[src/sv/glw_pkg.sv]
package glw_pkg;

   localparam int DEFAULT_TABLE_DEPTH = 256;

   localparam int CODE_W   = 32;
   localparam int GWIDTH_W = 8;
   localparam int INDEX_W  = 8;
   localparam int COUNT_W  = 9;
   localparam int HEIGHT_W = 8;
   localparam int SUM_W    = 16;

   localparam int CSR_INDEX_W = 8;
   localparam int CSR_DATA_W  = 9;

   localparam logic [CSR_INDEX_W-1:0] CSR_GLYPH_COUNT = 8'd0;
   localparam logic [CSR_INDEX_W-1:0] CSR_FONT_HEIGHT = 8'd1;

   localparam logic MODE_LOAD    = 1'b0;
   localparam logic MODE_MEASURE = 1'b1;

   localparam logic [HEIGHT_W-1:0] FONT_HEIGHT_RESET = 8'd16;
   localparam logic [SUM_W-1:0]    SUM_MAX           = 16'hFFFF;

   typedef struct packed {
      logic [COUNT_W-1:0]  glyph_count;
      logic [HEIGHT_W-1:0] font_height;
   } glw_cfg_type;

endpackage

[src/sv/glw_if.sv]
interface glw_req_if;
   logic                          valid;
   logic                          ready;
   logic                          mode;
   logic [glw_pkg::INDEX_W-1:0]   entry_index;
   logic [glw_pkg::CODE_W-1:0]    entry_code;
   logic [glw_pkg::GWIDTH_W-1:0]  entry_width;
   logic [glw_pkg::CODE_W-1:0]    char_code;
   logic                          last_char;

   modport source (output valid, mode, entry_index, entry_code, entry_width, char_code,
                   last_char, input ready);
   modport sink (input valid, mode, entry_index, entry_code, entry_width, char_code,
                 last_char, output ready);
endinterface

interface glw_rsp_if;
   logic                          valid;
   logic                          ready;
   logic                          found;
   logic [glw_pkg::GWIDTH_W-1:0]  char_width;
   logic [glw_pkg::SUM_W-1:0]     total_width;
   logic [glw_pkg::HEIGHT_W-1:0]  line_height;
   logic                          string_done;

   modport source (output valid, found, char_width, total_width, line_height, string_done,
                   input ready);
   modport sink (input valid, found, char_width, total_width, line_height, string_done,
                 output ready);
endinterface


[src/sv/glw_engine.sv]
module glw_engine #(
   parameter int TABLE_DEPTH = glw_pkg::DEFAULT_TABLE_DEPTH,
   localparam int ADDR_W = (TABLE_DEPTH > 1) ? $clog2(TABLE_DEPTH) : 1,
   localparam int CNT_W  = $clog2(TABLE_DEPTH + 1)
) (
   input  logic                          clock,
   input  logic                          reset,
   input  glw_pkg::glw_cfg_type          cfg,
   glw_req_if.sink                       req,
   glw_rsp_if.source                     rsp,
   output logic                          wr_en,
   output logic [ADDR_W-1:0]             wr_addr,
   output logic [glw_pkg::CODE_W-1:0]    wr_key,
   output logic [glw_pkg::GWIDTH_W-1:0]  wr_width,
   output logic [ADDR_W-1:0]             rd_addr,
   input  logic [glw_pkg::CODE_W-1:0]    rd_key,
   input  logic [glw_pkg::GWIDTH_W-1:0]  rd_width
);

   typedef enum logic [1:0] {IDLE, PROBE, DONE} state_type;

   state_type                      state_ff, state_in;
   logic [CNT_W-1:0]               lo_ff, lo_in;
   logic [CNT_W-1:0]               hip_ff, hip_in;   // upper bound, exclusive
   logic [CNT_W-1:0]               mid_ff, mid_in;
   logic [glw_pkg::CODE_W-1:0]     code_ff, code_in;
   logic                           last_ff, last_in;
   logic                           hit_ff, hit_in;
   logic [glw_pkg::GWIDTH_W-1:0]   hitw_ff, hitw_in;
   logic [glw_pkg::SUM_W-1:0]      sum_ff, sum_in;

   logic                           rvalid_ff, rvalid_in;
   logic                           found_ff, found_in;
   logic [glw_pkg::GWIDTH_W-1:0]   cw_ff, cw_in;
   logic [glw_pkg::SUM_W-1:0]      total_ff, total_in;
   logic [glw_pkg::HEIGHT_W-1:0]   lh_ff, lh_in;
   logic                           done_ff, done_in;

   logic                           accept;
   logic [CNT_W-1:0]               count_n;
   logic [CNT_W-1:0]               lo_n, hip_n;
   logic [CNT_W:0]                 mid_sum;
   logic [CNT_W:0]                 mid_sum0;
   logic [glw_pkg::GWIDTH_W-1:0]   w;
   logic [glw_pkg::SUM_W:0]        sum_wide;
   logic [glw_pkg::SUM_W-1:0]      sum_sat;

   assign accept   = req.valid && req.ready;
   assign count_n  = (32'(cfg.glyph_count) > TABLE_DEPTH) ? CNT_W'(TABLE_DEPTH)
                                                         : CNT_W'(cfg.glyph_count);

   assign wr_en    = accept && (req.mode == glw_pkg::MODE_LOAD)
                     && (32'(req.entry_index) < TABLE_DEPTH);
   assign wr_addr  = ADDR_W'(req.entry_index);
   assign wr_key   = req.entry_code;
   assign wr_width = req.entry_width;
   assign rd_addr  = ADDR_W'(mid_in);

   assign mid_sum0 = {1'b0, count_n} - (CNT_W+1)'(1);
   assign mid_sum  = {1'b0, lo_n} + {1'b0, hip_n} - (CNT_W+1)'(1);

   assign w        = hit_ff ? hitw_ff : (cfg.font_height >> 1);
   assign sum_wide = {1'b0, sum_ff} + (glw_pkg::SUM_W+1)'(w);
   assign sum_sat  = sum_wide[glw_pkg::SUM_W] ? glw_pkg::SUM_MAX
                                              : sum_wide[glw_pkg::SUM_W-1:0];

   assign req.ready       = (state_ff == IDLE);
   assign rsp.valid       = rvalid_ff;
   assign rsp.found       = found_ff;
   assign rsp.char_width  = cw_ff;
   assign rsp.total_width = total_ff;
   assign rsp.line_height = lh_ff;
   assign rsp.string_done = done_ff;

   always_comb begin
      state_in  = state_ff;
      lo_in     = lo_ff;
      hip_in    = hip_ff;
      mid_in    = mid_ff;
      code_in   = code_ff;
      last_in   = last_ff;
      hit_in    = hit_ff;
      hitw_in   = hitw_ff;
      sum_in    = sum_ff;
      rvalid_in = rvalid_ff && !rsp.ready;
      found_in  = found_ff;
      cw_in     = cw_ff;
      total_in  = total_ff;
      lh_in     = lh_ff;
      done_in   = done_ff;
      lo_n      = lo_ff;
      hip_n     = hip_ff;

      unique case (state_ff)
         IDLE: begin
            if (accept && (req.mode == glw_pkg::MODE_MEASURE)) begin
               code_in  = req.char_code;
               last_in  = req.last_char;
               hit_in   = 1'b0;
               lo_in    = '0;
               hip_in   = count_n;
               mid_in   = CNT_W'(mid_sum0 >> 1);
               state_in = (count_n == '0) ? DONE : PROBE;
            end
         end
         PROBE: begin
            if (rd_key == code_ff) begin
               hit_in   = 1'b1;
               hitw_in  = rd_width;
               state_in = DONE;
            end else begin
               if (rd_key < code_ff) begin
                  lo_n = mid_ff + CNT_W'(1);
               end else begin
                  hip_n = mid_ff;
               end
               lo_in  = lo_n;
               hip_in = hip_n;
               if (lo_n < hip_n) begin
                  mid_in = CNT_W'(mid_sum >> 1);
               end else begin
                  state_in = DONE;
               end
            end
         end
         DONE: begin
            if (!rvalid_ff || rsp.ready) begin
               rvalid_in = 1'b1;
               found_in  = hit_ff;
               cw_in     = w;
               total_in  = sum_sat;
               lh_in     = last_ff ? cfg.font_height : '0;
               done_in   = last_ff;
               sum_in    = last_ff ? '0 : sum_sat;
               state_in  = IDLE;
            end
         end
         default: state_in = IDLE;
      endcase
   end

   always_ff @(posedge clock) begin
      if (reset) begin
         state_ff  <= IDLE;
         rvalid_ff <= 1'b0;
         sum_ff    <= '0;
      end else begin
         state_ff  <= state_in;
         rvalid_ff <= rvalid_in;
         sum_ff    <= sum_in;
      end
      lo_ff    <= lo_in;
      hip_ff   <= hip_in;
      mid_ff   <= mid_in;
      code_ff  <= code_in;
      last_ff  <= last_in;
      hit_ff   <= hit_in;
      hitw_ff  <= hitw_in;
      found_ff <= found_in;
      cw_ff    <= cw_in;
      total_ff <= total_in;
      lh_ff    <= lh_in;
      done_ff  <= done_in;
   end

endmodule

[src/flat_wrapper.sv]
// flat-port wrapper written by rule: the top's interface ports become plain ports
module glw_engine_flat 
#(
   parameter int TABLE_DEPTH = glw_pkg::DEFAULT_TABLE_DEPTH,
   localparam int ADDR_W = (TABLE_DEPTH > 1) ? $clog2(TABLE_DEPTH) : 1,
   localparam int CNT_W  = $clog2(TABLE_DEPTH + 1)
)
  (clock, reset, cfg, wr_en, wr_addr, wr_key, wr_width, rd_addr, rd_key, rd_width, req_valid, req_mode, req_entry_index, req_entry_code, req_entry_width, req_char_code, req_last_char, req_ready, rsp_valid, rsp_found, rsp_char_width, rsp_total_width, rsp_line_height, rsp_string_done, rsp_ready);
  glw_req_if req_i ();
  glw_rsp_if rsp_i ();
  input  logic clock;
  input  logic reset;
  input  glw_pkg::glw_cfg_type cfg;
  output logic wr_en;
  output logic [ADDR_W-1:0] wr_addr;
  output logic [glw_pkg::CODE_W-1:0] wr_key;
  output logic [glw_pkg::GWIDTH_W-1:0] wr_width;
  output logic [ADDR_W-1:0] rd_addr;
  input  logic [glw_pkg::CODE_W-1:0] rd_key;
  input  logic [glw_pkg::GWIDTH_W-1:0] rd_width;
  input wire logic [$bits(req_i.valid)-1:0] req_valid;
  input wire logic [$bits(req_i.mode)-1:0] req_mode;
  input wire logic [$bits(req_i.entry_index)-1:0] req_entry_index;
  input wire logic [$bits(req_i.entry_code)-1:0] req_entry_code;
  input wire logic [$bits(req_i.entry_width)-1:0] req_entry_width;
  input wire logic [$bits(req_i.char_code)-1:0] req_char_code;
  input wire logic [$bits(req_i.last_char)-1:0] req_last_char;
  output wire logic [$bits(req_i.ready)-1:0] req_ready;
  output wire logic [$bits(rsp_i.valid)-1:0] rsp_valid;
  output wire logic [$bits(rsp_i.found)-1:0] rsp_found;
  output wire logic [$bits(rsp_i.char_width)-1:0] rsp_char_width;
  output wire logic [$bits(rsp_i.total_width)-1:0] rsp_total_width;
  output wire logic [$bits(rsp_i.line_height)-1:0] rsp_line_height;
  output wire logic [$bits(rsp_i.string_done)-1:0] rsp_string_done;
  input wire logic [$bits(rsp_i.ready)-1:0] rsp_ready;
  assign req_i.valid = req_valid;
  assign req_i.mode = req_mode;
  assign req_i.entry_index = req_entry_index;
  assign req_i.entry_code = req_entry_code;
  assign req_i.entry_width = req_entry_width;
  assign req_i.char_code = req_char_code;
  assign req_i.last_char = req_last_char;
  assign req_ready = req_i.ready;
  assign rsp_valid = rsp_i.valid;
  assign rsp_found = rsp_i.found;
  assign rsp_char_width = rsp_i.char_width;
  assign rsp_total_width = rsp_i.total_width;
  assign rsp_line_height = rsp_i.line_height;
  assign rsp_string_done = rsp_i.string_done;
  assign rsp_i.ready = rsp_ready;
  glw_engine #(.TABLE_DEPTH(TABLE_DEPTH)) u_core (.clock(clock), .reset(reset), .cfg(cfg), .req(req_i), .rsp(rsp_i), .wr_en(wr_en), .wr_addr(wr_addr), .wr_key(wr_key), .wr_width(wr_width), .rd_addr(rd_addr), .rd_key(rd_key), .rd_width(rd_width));
endmodule
[config.mk]
export PLATFORM = sky130hd
export DESIGN_NAME = glw_engine_flat
export DESIGN_NICKNAME = d
export VERILOG_FILES = /design/src/sv/glw_pkg.sv /design/src/sv/glw_if.sv /design/src/sv/glw_engine.sv /design/src/flat_wrapper.sv
export SDC_FILE = /design/constraint.sdc
export NUM_CORES = 1
export LEC_CHECK = 0
export BUFFER_PORTS_ARGS = -buffer_cell sky130_fd_sc_hd__clkbuf_2
export CAP_MARGIN = 10
export CORE_MARGIN = 4
export CORE_UTILIZATION = 52
export DETAILED_ROUTE_END_ITERATION = 16
export PLACE_DENSITY_LB_ADDON = 0.2
export SLEW_MARGIN = 20
export SYNTH_ARGS = -nofsm -noshare
export SYNTH_HDL_FRONTEND = slang
export SYNTH_SLANG_ARGS = --single-unit
[constraint.sdc]
create_clock -name clock -period 8.85 [get_ports clock]
set_clock_uncertainty 0.05 [all_clocks]
set_input_delay 1.77 -clock clock [delete_from_list [all_inputs] [get_ports clock]]
set_output_delay 1.77 -clock clock [all_outputs]
set_load 0.05 [all_outputs]
==> results of run 1 <==
-- worst reg2reg max path: stages, from the launching register on --
cell and delay, ns:
edfxtp_1 0.37, inv_1 0.07, ha_1 0.23, a21o_1 0.19, nand3_1 0.08, a21oi_1 0.07
or4_4 0.56, nor3_2 0.56, buf_4 0.35, mux2_2 0.39, mux2i_1 0.16, ha_1 0.25
inv_1 0.06, ha_1 0.27, a21o_1 0.19, a21oi_1 0.22, nor2b_1 0.10, nor3_1 0.19
o21bai_1 0.11, a21oi_1 0.18, xnor2_1 0.09, a22o_1 0.22
-- through the flow --
step	utilization (%)	setup WS, ns
2_1_floorplan	-	1.148
3_3_place_gp	56.95	0.5499
3_5_place_dp	56.95	0.3737
4_1_cts	60.91	0.3470
5_1_grt	60.91	0.00007017
6_report	60.91	0.2939
-- power by group --
group          switching [µW]  internal, µW  leakage [µW]
Combinational             460           284       0.00237
Sequential               60.9           696       0.00111
Clock                     236           416      0.000277
Total                     757          1400       0.00376
-- logic make-up after synthesis --
kind of cell	after synthesis	share of synthesized area, %
muxes	34	4.787
DFF	122	45.08
buffers and inverters	142	10.02
AOI/OAI and AO/OA	157	13.18
and+or+nand+nor	190	12.58
adders and majority gates	69	11.67
xor gates and xnor gates	23	2.676
-- layout make-up --
class	instances	area, µm²
clock buffers	21	450.4
well taps	180	225.2
repair buffers	147	755.7
fillers	1154	5489
inverters	63	236.5
clock inverters	11	105.1
flip-flops and latches	122	3393
multi-input cells	473	3387
-- Yosys cell counts, types with 11 or more instances --
cell type	number
edfxtp_1	95
ha_1	67
inv_1	63
buf_4	56
nand2_1	56
a21oi_1	49
o21ai_0	40
nor2_1	39
dfxtp_1	27
nand3_1	20
clkbuf_1	19
mux2i_1	18
a21o_1	16
mux2_2	16
xnor2_1	16
nor3_1	15
and2_1	11
-- flip-flops by register name (all words and copies together) (netlist names), 2 cells and up --
| name | count |
|---|---|
| u_core.hip_ff | 9 |
| u_core.rsp.char_width | 8 |
| u_core.code_ff | 32 |
| u_core.hitw_ff | 8 |
| u_core.mid_ff | 9 |
| u_core.rsp.line_height | 8 |
| u_core.rsp.total_width | 16 |
| u_core.lo_ff | 9 |
| u_core.sum_ff | 16 |
| u_core.state_ff | 2 |
-- final timing paths --
| kind | from | end | cells after the start |
|---|---|---|---|
| hold reg to reg | u_core.sum_ff[7]$_SDFFE_PP0P_ | u_core.sum_ff[7]$_SDFFE_PP0P_ | 2 |
| setup reg to reg | u_core.code_ff[25]$_DFFE_PP_ | u_core.mid_ff[8]$_DFFE_PP_ | 21 |
| setup / recovery | rd_key[17] | rd_addr[2] | 18 |
| hold / removal | u_core.sum_ff[7]$_SDFFE_PP0P_ | u_core.sum_ff[7]$_SDFFE_PP0P_ | 2 |
-- metal layers --
layer	part of all wire, %	track usage [%]	up-vias
met5	0	0	-
met4	2.2	8.989	0
met3	6.5	4.250	52
met2	49	35.52	207
met1	42	26.73	2702
li1	-	-	2775
-- cells in the final DEF, fill, tap and decap left out, types with 8 or more instances in the layout --
| cell type | instances |
|---|---|
| and2_1 | 11 |
| xnor2_1 | 16 |
| a21o_1 | 16 |
| mux2i_1 | 18 |
| edfxtp_1 | 95 |
| nor2_1 | 38 |
| inv_1 | 63 |
| ha_1 | 67 |
| o21ai_0 | 40 |
| nand3_1 | 20 |
| clkbuf_16 | 17 |
| a21oi_1 | 49 |
| dfxtp_1 | 27 |
| nand2_1 | 56 |
| mux2_2 | 16 |
| nand4_1 | 10 |
| nand2b_1 | 8 |
| buf_4 | 8 |
| nor3_1 | 14 |
| clkbuf_2 | 139 |
==> qor_table.md, run 1 <==
| Parameter | Reported | Unit |
| --- | --- | --- |
| Cell area after layout | 8553 | µm² |
| Actual transition at the worst max-transition pin | 1.001 | ns |
| Drt first-iter violations | 485 | - |
| Die boundary height | 128.3 | µm |
| Setup Crit Path Kind | input pin to output port | - |
| Clock root cell | clkbuf_16 | - |
| Net count after synthesis | 949 | - |
| Run status | finished clean | - |
| Most used flip-flop cell after synthesis | edfxtp_1 | - |
| Total inserted antenna cells | 0 | - |
| Number of cells produced by synthesis | 737 | - |
| DRC violation count after routing | 0 | - |
| GRT Total Usage | 21.20 | % |
| Number of max-slew violations in the final report | 0 | - |
| Post-CTS repair timing setup buffer count | 0 | - |
| Final hold violations | 0 | - |
| Vias in the first global route | 5,690 | - |
| Total negative slack for setup checks | 0 | ns |
| Number of enable-type register cells in the synthesized netlist | 95 | - |
| Clock Pin Slew Worst Setup and Hold Paths | 0.05 | ns |
| Critical path capture point type | output port | - |
| Average footprint of a synthesized cell | 10.21 | µm² |
| Buffers and inverters on the worst path | 3 | - |
| Min-delay worst type | flop to flop | - |
| Final net count | 1,036 | - |
| Routed wire per std cell | 16.96 | µm |
| Flop2flop setup slack | 3.67 | ns |
| Floorplan Core Area | 14,040 | µm² |
| Clock sinks | 122 | - |
| Synthesized cell area | 7527 | µm² |
| Die Outline Area | 16,460 | µm² |
| Count of H-tree levels built during CTS | 4 | - |
| RSZ-0062 raised after global routing | no | - |
| Fmax | 0.1169 | GHz |
| Post-DP HPWL | 13,150 | µm |
| Area growth, synth to finish | 13.63 | % |
| Number of failing setup endpoints in the final timing report | 0 | - |
| Total number of yosys warnings | 0 | - |
| Pwr per Cell Area | 251.8 | nW/µm² |
| Layout cells sized above 1 | 24.25 | % |
| Worst path required time | 7.03 | ns |
| Largest area contributor in the synthesized netlist | edfxtp_1 | - |
| Count of cells resized by post-cts repair | 0 | - |
| Share of Yosys cell area claimed by the top area cell type | 37.90 | % |
| Number of core rows | 43 | - |
| Total number of vias | 5,736 | - |
| Sequential-to-total area share from yosys stat | 45.08 | % |
| Starting Density | 53.60 | % |
| CTS tree | yes | - |
| Horizontal die dimension | 128.3 | µm |
| Critical path cell sequence | clkbuf_2 > ha_1 > a21o_1 > nand3_1 > a2111oi_0 > or4_4 > nor3_2 > buf_4 > mux2_2 > ha_1 > a21o_1 > a21oi_1 > o21ai_1 > a211oi_1 > o311ai_1 > a21o_1 > a221o_1 > clkbuf_2 | - |
| Wire length of the first global-routing pass | 27,850 | µm |
| Largest cells by area after synthesis | edfxtp_1 (38%), ha_1 (11%), dfxtp_1 (7.2%) | - |
| Worst path arrival time | 6.74 | ns |
| Post-synthesis async set-or-reset flop share | 0 | % |
| Placed instance area | 7998 | µm² |
| Final total power | 2153 | µW |
| Maximum number of pins on one net before global-route repair | 36 | - |
| Final period demand of the worst path | 8.556 | ns |
| Clock buffer count from CTS | 17 | - |
| Post-detailed-routing wire length | 17,250 | µm |
| Static Leakage | 0.003756 | µW |
| Worst slack on hold paths | 0.4229 | ns |
| Seq cells post-synth | 122 | - |
| Worst setup SP type | input pin | - |
| Skew-Pair Late Insertion Delay | 0.41 | ns |
| Maximum vdd drop | 0.2249 | mV |
| Hold buffers post-CTS | 0 | - |
| Top cell family by delay on the critical path | compound AO/OA/AOI/OAI gates | - |
| Highest-delay cell along the critical path | nor3_2 | - |
| CTS Buffer Depth | 2 | - |
| Cells after DPL | 985 | - |
| Cell repeated most along the worst path | a21o_1 | - |
| Max-Cap Viols | 0 | - |
| Router iterations before antenna repair | 5 | - |
| Number of vias per cell | 5.640 | - |
| Routability congestion estimate | 0.8698 | - |
| Number of buffers inserted by port buffering | 139 | - |
| Detail Route Antenna Nets | 0 | - |
| Antenna violations before repair | 0 | - |
| Critical path fanouts, max | 12 | - |
| Top-level I/O count | 236 | - |
| GR Overflow Total | 0 | - |
| Highest cell delay on the worst timing path | 0.56 | ns |
| Max-slew headroom at the worst pin | 33.17 | % |
| Final cycle utilization of the critical path | 96.68 | % |
| Number of standard cells in the layout, taps in and fillers out | 1,017 | - |
| Synth cell types | 58 | - |
Note: power is estimated with default switching activity, not from simulation.
==> run 2, diff against run 1 <==
- ABC_AREA: unset -> 1
- CORE_UTILIZATION: 52 -> 53
==> qor_table.md, run 2 <==
| Parameter | Reported | Unit |
| --- | --- | --- |
| Synthesized cell area | 7943 | µm² |
| Clock sinks | 122 | - |
| Number of vias per cell | 5.090 | - |
| Cell area after layout | 8966 | µm² |
| Switching Fraction | 44.98 | % |
| Largest area contributor in the synthesized netlist | edfxtp_1 | - |
| Average footprint of a synthesized cell | 8.495 | µm² |
| Flip-flop count of the largest register after layout | 32 | - |
| Net count after synthesis | 1,147 | - |
| Layout cells sized above 1 | 22.28 | % |
| Number of enable-type register cells in the synthesized netlist | 95 | - |
| Total inserted antenna cells | 0 | - |
| GR Overflow Total | 0 | - |
| Drt first-iter violations | 338 | - |
| Clock root cell | clkbuf_16 | - |
| Top cell family by delay on the critical path | simple AND/OR/NAND/NOR gates | - |
| Most repeated cell in the gate-level netlist after synthesis | nand2_1 | - |
| Seq cells post-synth | 122 | - |
| Clock Pin Slew Worst Setup and Hold Paths | 0.06 | ns |
| Top-level I/O count | 236 | - |
| Post-Synth Adder-Cell Area | 11.06 | % |
| Post-synthesis async set-or-reset flop share | 0 | % |
| Internal power component | 1658 | µW |
| Sequential-to-total area share from yosys stat | 42.72 | % |
| Number of max-slew violations in the final report | 0 | - |
| Post-CTS repair timing setup buffer count | 0 | - |
| Final cycle utilization of the critical path | 87.88 | % |
| Die Outline Area | 17,010 | µm² |
| Count of cells resized by post-cts repair | 0 | - |
| Antenna violations before repair | 0 | - |
| Worst setup SP type | input pin | - |
| Proportion of synthesized area in mux cells | 0.8507 | % |
| Starting Density | 54.44 | % |
| Floorplan Core Area | 14,590 | µm² |
| Worst path arrival time | 5.96 | ns |
| Post-DP HPWL | 14,480 | µm |
| Number of cells produced by synthesis | 935 | - |
| CTS tree | yes | - |
| Placed instance area | 8389 | µm² |
| Setup Crit Path Kind | input pin to output port | - |
| Routed wire per std cell | 15.03 | µm |
| GRT Total Usage | 21.90 | % |
| Clock power share | 22.7 | % |
| Most common cell after layout, fill and taps aside | nand2_1 | - |
| Fmax | 0.1286 | GHz |
| Router iterations before antenna repair | 5 | - |
| Final period demand of the worst path | 7.778 | ns |
| Number of failing setup endpoints in the final timing report | 0 | - |
| Largest family of logic cells by synthesized area | simple AND/OR/NAND/NOR gates | - |
| Area fraction in compound gates after synthesis | 10.70 | % |
| Vias in the first global route | 5,749 | - |
| Synth top cells by count | nand2_1 (186), inv_1 (170), edfxtp_1 (95), ha_1 (67), buf_4 (56) | - |
| Critical path fanouts, max | 29 | - |
| Total net switching power | 1355 | µW |
| Hold buffers post-CTS | 0 | - |
| Min-delay worst type | flop to flop | - |
| Total number of vias | 6,215 | - |
| Worst path required time | 7.03 | ns |
| Largest cells by area after synthesis | edfxtp_1 (36%), ha_1 (11%), nand2_1 (8.8%) | - |
| CTS Buffer Depth | 2 | - |
| Worst slack on hold paths | 0.4135 | ns |
| Share of the core filled with cells | 61.46 | % |
| Horizontal die dimension | 130.4 | µm |
| Die boundary height | 130.4 | µm |
| Synth cell types | 51 | - |
| Highest cell delay on the worst timing path | 0.50 | ns |
| Number of core rows | 44 | - |
| Number of buffers inserted by port buffering | 139 | - |
| Count of H-tree levels built during CTS | 4 | - |
| Total negative slack for setup checks | 0 | ns |
| Max-slew headroom at the worst pin | 33.05 | % |
| Share of power burned in combinational logic | 49.6 | % |
| DRC violation count after routing | 0 | - |
| Max-Cap Viols | 0 | - |
| Area growth, synth to finish | 12.89 | % |
| Final net count | 1,236 | - |
| Number of inserted filler cells in the final layout | 1,304 | - |
| Most used flip-flop cell after synthesis | edfxtp_1 | - |
| Cell repeated most along the worst path | nand2_1 | - |
| Routability congestion estimate | 0.9057 | - |
| Clock buffer count from CTS | 17 | - |
| Maximum vdd drop | 0.3709 | mV |
| RSZ-0062 raised after global routing | no | - |
| Detail Route Antenna Nets | 0 | - |
| Wire length of the first global-routing pass | 28,840 | µm |
| Share of Yosys cell area claimed by the top area cell type | 35.92 | % |
| Run status | finished clean | - |
| Highest-delay cell along the critical path | nand2_2 | - |
| Critical path capture point type | output port | - |
| Actual transition at the worst max-transition pin | 1.002 | ns |
| Xor and xnor fraction of the mapped netlist area | 1.764 | % |
| Final hold violations | 0 | - |
| Total number of yosys warnings | 0 | - |
| Post-detailed-routing wire length | 18,350 | µm |
| Highest-count cells in the layout ignoring fill and taps | nand2_1 (186), inv_1 (170), clkbuf_2 (139), edfxtp_1 (95), ha_1 (67) | - |
| Pwr per Cell Area | 336.1 | nW/µm² |
| Largest register by flop count | u_core.code_ff | - |
| Maximum number of pins on one net before global-route repair | 36 | - |
| Relative contribution of sequential cells to total power | 27.7 | % |
| Skew-Pair Late Insertion Delay | 0.42 | ns |
| Buffers and inverters on the worst path | 6 | - |
| Simple-gate share of the synthesized area | 17.61 | % |
| Static Leakage | 0.004309 | µW |
[run 2: per-layer routing]
metal / GRT usage (%) / wire [µm]
met4: 10.71 / 750
met2: 36.72 / 8850
met5: 0 / 0
met3: 4.309 / 1068
met1: 27.16 / 7682
[run 2: power groups by stage]
stage          sequential [µW]  combinational (µW)  clock, µW
2_1_floorplan              868                1230          0
5_1_grt                    847                1700        719
3_3_place_gp               842                1480          0
3_5_place_dp               845                1500          0
4_1_cts                    833                1500        692
6_report                   834                1490        685
[run 2: worst register-to-register path: cells and delay by family, from the launching register on]
kind / cells / cell delay [ns]
flip-flops: 1 / 0.33
XOR/XNOR: 1 / 0.14
AO/OA/AOI/OAI: 5 / 0.75
AND/OR/NAND/NOR: 14 / 1.62
adder cells (fa/ha/maj): 4 / 1.17
buffers and inverters: 5 / 0.36
[run 2: final timing paths]
check                                       from                             end  slack [ns]  depth (start not counted)
setup reg to reg    u_core.code_ff[15]$_DFFE_PP_      u_core.mid_ff[8]$_DFFE_PP_        4.18                         29
hold / removal    u_core.sum_ff[14]$_SDFFE_PP0P_  u_core.sum_ff[14]$_SDFFE_PP0P_        0.41                          2
hold reg to reg   u_core.sum_ff[14]$_SDFFE_PP0P_  u_core.sum_ff[14]$_SDFFE_PP0P_        0.41                          2
setup / recovery                      rd_key[15]                      rd_addr[6]        1.07                         29
[run 2: final cells by class]
cell class                 count  area (µm²)  area share (%)
clock buffer                  17       425.4           4.745
clock inverter                15       151.4           1.689
inverter                     187       703.2           7.843
multi-input combinational    554        3344           37.30
sequential                   122        3393           37.85
tap                          184       230.2           2.568
timing repair buffer         142       718.2           8.010
[run 2: stage by stage]
step	total power, µW	cells	setup WS [ns]
after floorplan	2099	935	1.863
after global placement	2324	1189	1.229
after detailed placement	2340	1189	1.088
after CTS	3027	1221	1.074
after global routing	3263	1221	0.5819
final	3013	1221	1.072
[run 2: logic make-up after synthesis]
family	count (synthesis)
adder cells (fa/ha/maj)	69
AO/OA/AOI/OAI	145
multiplexers	6
AND/OR/NAND/NOR	318
buffers and inverters	259
flip-flops	122
XOR/XNOR	16
==> run 3, diff against run 2 <==
==> constraint.sdc (replaced) <==
create_clock -name clock -period 8.85 [get_ports clock]
set_clock_uncertainty 0.05 [all_clocks]
set_input_delay 0.885 -clock clock [delete_from_list [all_inputs] [get_ports clock]]
set_output_delay 0.885 -clock clock [all_outputs]
set_load 0.05 [all_outputs]
==> qor_table.md, run 3 (synthesis results as in run 2) <==
| Parameter | Reported | Unit |
| --- | --- | --- |
| Run status | finished clean | - |
| Router iterations before antenna repair | 5 | - |
| Min-delay worst type | flop to flop | - |
| CTS tree | yes | - |
| Skew-Pair Late Insertion Delay | 0.41 | ns |
| Hold buffers post-CTS | 0 | - |
| Relative contribution of sequential cells to total power | 28.2 | % |
| Routed wire per std cell | 14.89 | µm |
| Die boundary height | 130.4 | µm |
| Setup ws final | 2.906 | ns |
| Total net switching power | 1330 | µW |
| Layout cells sized above 1 | 22.28 | % |
| Most common cell after layout, fill and taps aside | nand2_1 | - |
| Source of the worst register-to-register timing path | u_core.code_ff[31]$_DFFE_PP_ | - |
| CTS Buffer Depth | 2 | - |
| Critical path capture point type | output port | - |
| Final hold violations | 0 | - |
| Max-slew headroom at the worst pin | 35.49 | % |
| Maximum vdd drop | 0.4270 | mV |
| Routability congestion estimate | 0.9153 | - |
| Worst path required time | 7.92 | ns |
| Count of H-tree levels built during CTS | 4 | - |
| Cell area after layout | 8934 | µm² |
| Number of failing setup endpoints in the final timing report | 0 | - |
| Fmax | 0.1682 | GHz |
| Clock buffer count from CTS | 17 | - |
| Placed instance area | 8389 | µm² |
| Actual transition at the worst max-transition pin | 0.9654 | ns |
| Final cycle utilization of the critical path | 67.16 | % |
| Antenna violations before repair | 0 | - |
| Depth of the worst register-to-register path | 27 | - |
| Share of the core filled with cells | 61.23 | % |
| Setup crit start | rd_key[31] | - |
| Clock Pin Slew Worst Setup and Hold Paths | 0.06 | ns |
| Number of core rows | 44 | - |
| Area growth, synth to finish | 12.48 | % |
| Switching Fraction | 45.01 | % |
| Static Leakage | 0.004291 | µW |
| Number of vias per cell | 5.119 | - |
| Final period demand of the worst path | 5.944 | ns |
| GR Overflow Total | 0 | - |
| Vias in the first global route | 5,792 | - |
| Total number of vias | 6,250 | - |
| Worst path arrival time | 5.01 | ns |
| Total negative slack for setup checks | 0 | ns |
| Number of buffers inserted by port buffering | 139 | - |
| Top-level I/O count | 236 | - |
| Detail Route Antenna Nets | 0 | - |
| Wire length of the first global-routing pass | 28,350 | µm |
| Max-Cap Viols | 0 | - |
| Post-DP HPWL | 14,250 | µm |
| Critical path fanouts, max | 29 | - |
| Clock sinks | 122 | - |
| Horizontal die dimension | 130.4 | µm |
| RSZ-0062 raised after global routing | no | - |
| Maximum number of pins on one net before global-route repair | 36 | - |
| Final net count | 1,236 | - |
| Floorplan Core Area | 14,590 | µm² |
| Startpoint of the most critical hold path | u_core.sum_ff[0]$_SDFFE_PP0P_ | - |
| Total inserted antenna cells | 0 | - |
| Setup Crit Path Kind | input pin to output port | - |
| Min-Delay Endpoint | u_core.sum_ff[0]$_SDFFE_PP0P_ | - |
| Clock power share | 21.4 | % |
| DRC violation count after routing | 0 | - |
| Highest-count cells in the layout ignoring fill and taps | nand2_1 (186), inv_1 (170), clkbuf_2 (139), edfxtp_1 (95), ha_1 (67) | - |
| Internal power component | 1625 | µW |
| Starting Density | 54.44 | % |
| Flop2flop setup slack | 4.18 | ns |
| Die Outline Area | 17,010 | µm² |
| Share of power burned in combinational logic | 50.4 | % |
| Flip-flop count of the largest register after layout | 32 | - |
| Cell depth of the worst min-delay path | 2 | - |
| Pwr per Cell Area | 330.9 | nW/µm² |
| Count of cells resized by post-cts repair | 0 | - |
| Worst setup SP type | input pin | - |
| Number of max-slew violations in the final report | 0 | - |
| Largest register by flop count | u_core.code_ff | - |
| Drt first-iter violations | 409 | - |
| Clock root cell | clkbuf_16 | - |
| GRT Total Usage | 21.58 | % |
| Endpoint of the lowest-slack register-to-register path | u_core.mid_ff[8]$_DFFE_PP_ | - |
| Post-CTS repair timing setup buffer count | 0 | - |
| Setup slack at placement | 2.891 | ns |
| Post-detailed-routing wire length | 18,180 | µm |
==> run 3: changes by cell type in the layout (fill, tap and decap cells not counted) <==
cell and change:
clkinvlp_4 +1, bufinv_16 -1, inv_6 -4, clkinv_2 +2, inv_8 -1, clkinv_4 +3
==> run 3: critical path, stage by stage <==
cell,delay (ns)
clkbuf_2,0.08
ha_1,0.28
nand2_1,0.09
nor2_2,0.13
nand2_1,0.10
nor3b_2,0.18
nand2_1,0.13
nand2_2,0.49
inv_2,0.15
o21ai_1,0.20
nand2_1,0.08
o21ai_1,0.08
inv_1,0.05
ha_1,0.26
inv_1,0.04
ha_1,0.22
fa_1,0.40
nand3_1,0.11
nand2_1,0.06
nand2_1,0.07
nand2_1,0.05
a21oi_1,0.19
xor2_1,0.16
nand3_1,0.09
nand3_1,0.08
nand3_1,0.08
clkbuf_2,0.25
==> run 3: power by group through the flow <==
stage	Clock [µW]	Combinational, µW	Sequential (µW)
floorplan	0	1230	868
global placement	0	1480	842
detailed placement	0	1490	843
CTS	645	1500	832
global route	672	1700	845
finish	632	1490	833
==> run 3: per-layer routing <==
metal	GRT usage (%)	vias up	share of wire (%)
li1	-	3189	-
met1	25.59	2844	41
met2	37.30	176	49
met3	5.366	41	6.3
met4	9.377	0	3.2
met5	0	-	0
==> run 3: area by class of cell <==
class                      count  area (µm²)
inverter                     187       703.2
tap                          184       230.2
sequential                   122        3393
multi-input combinational    554        3344
timing repair buffer         142       718.2
clock buffer                  17       425.4
fill                        1277        5655
clock inverter                15       118.9
==> run 3: metrics by stage <==
stage	hold WS, ns	cells	total power, µW
6_report	0.4177	1221	2956
5_1_grt	0.4313	1221	3216
4_1_cts	0.4196	1221	2976
3_5_place_dp	0.4105	1189	2335
3_3_place_gp	0.4034	1189	2324
2_1_floorplan	0.3744	935	2099
==> run 3: worst max-delay path by stage <==
| stage | end | slack [ns] | depth (start not counted) |
|---|---|---|---|
| 3_3_place_gp | rd_addr[6] | 2.99 | 29 |
| 3_5_place_dp | rd_addr[6] | 2.89 | 29 |
| 6_report | rd_addr[6] | 2.91 | 27 |
| 4_1_cts | rd_addr[6] | 2.88 | 29 |
| 2_1_floorplan | rd_addr[6] | 3.63 | 25 |
| 5_1_grt | rd_addr[6] | 2.33 | 29 |
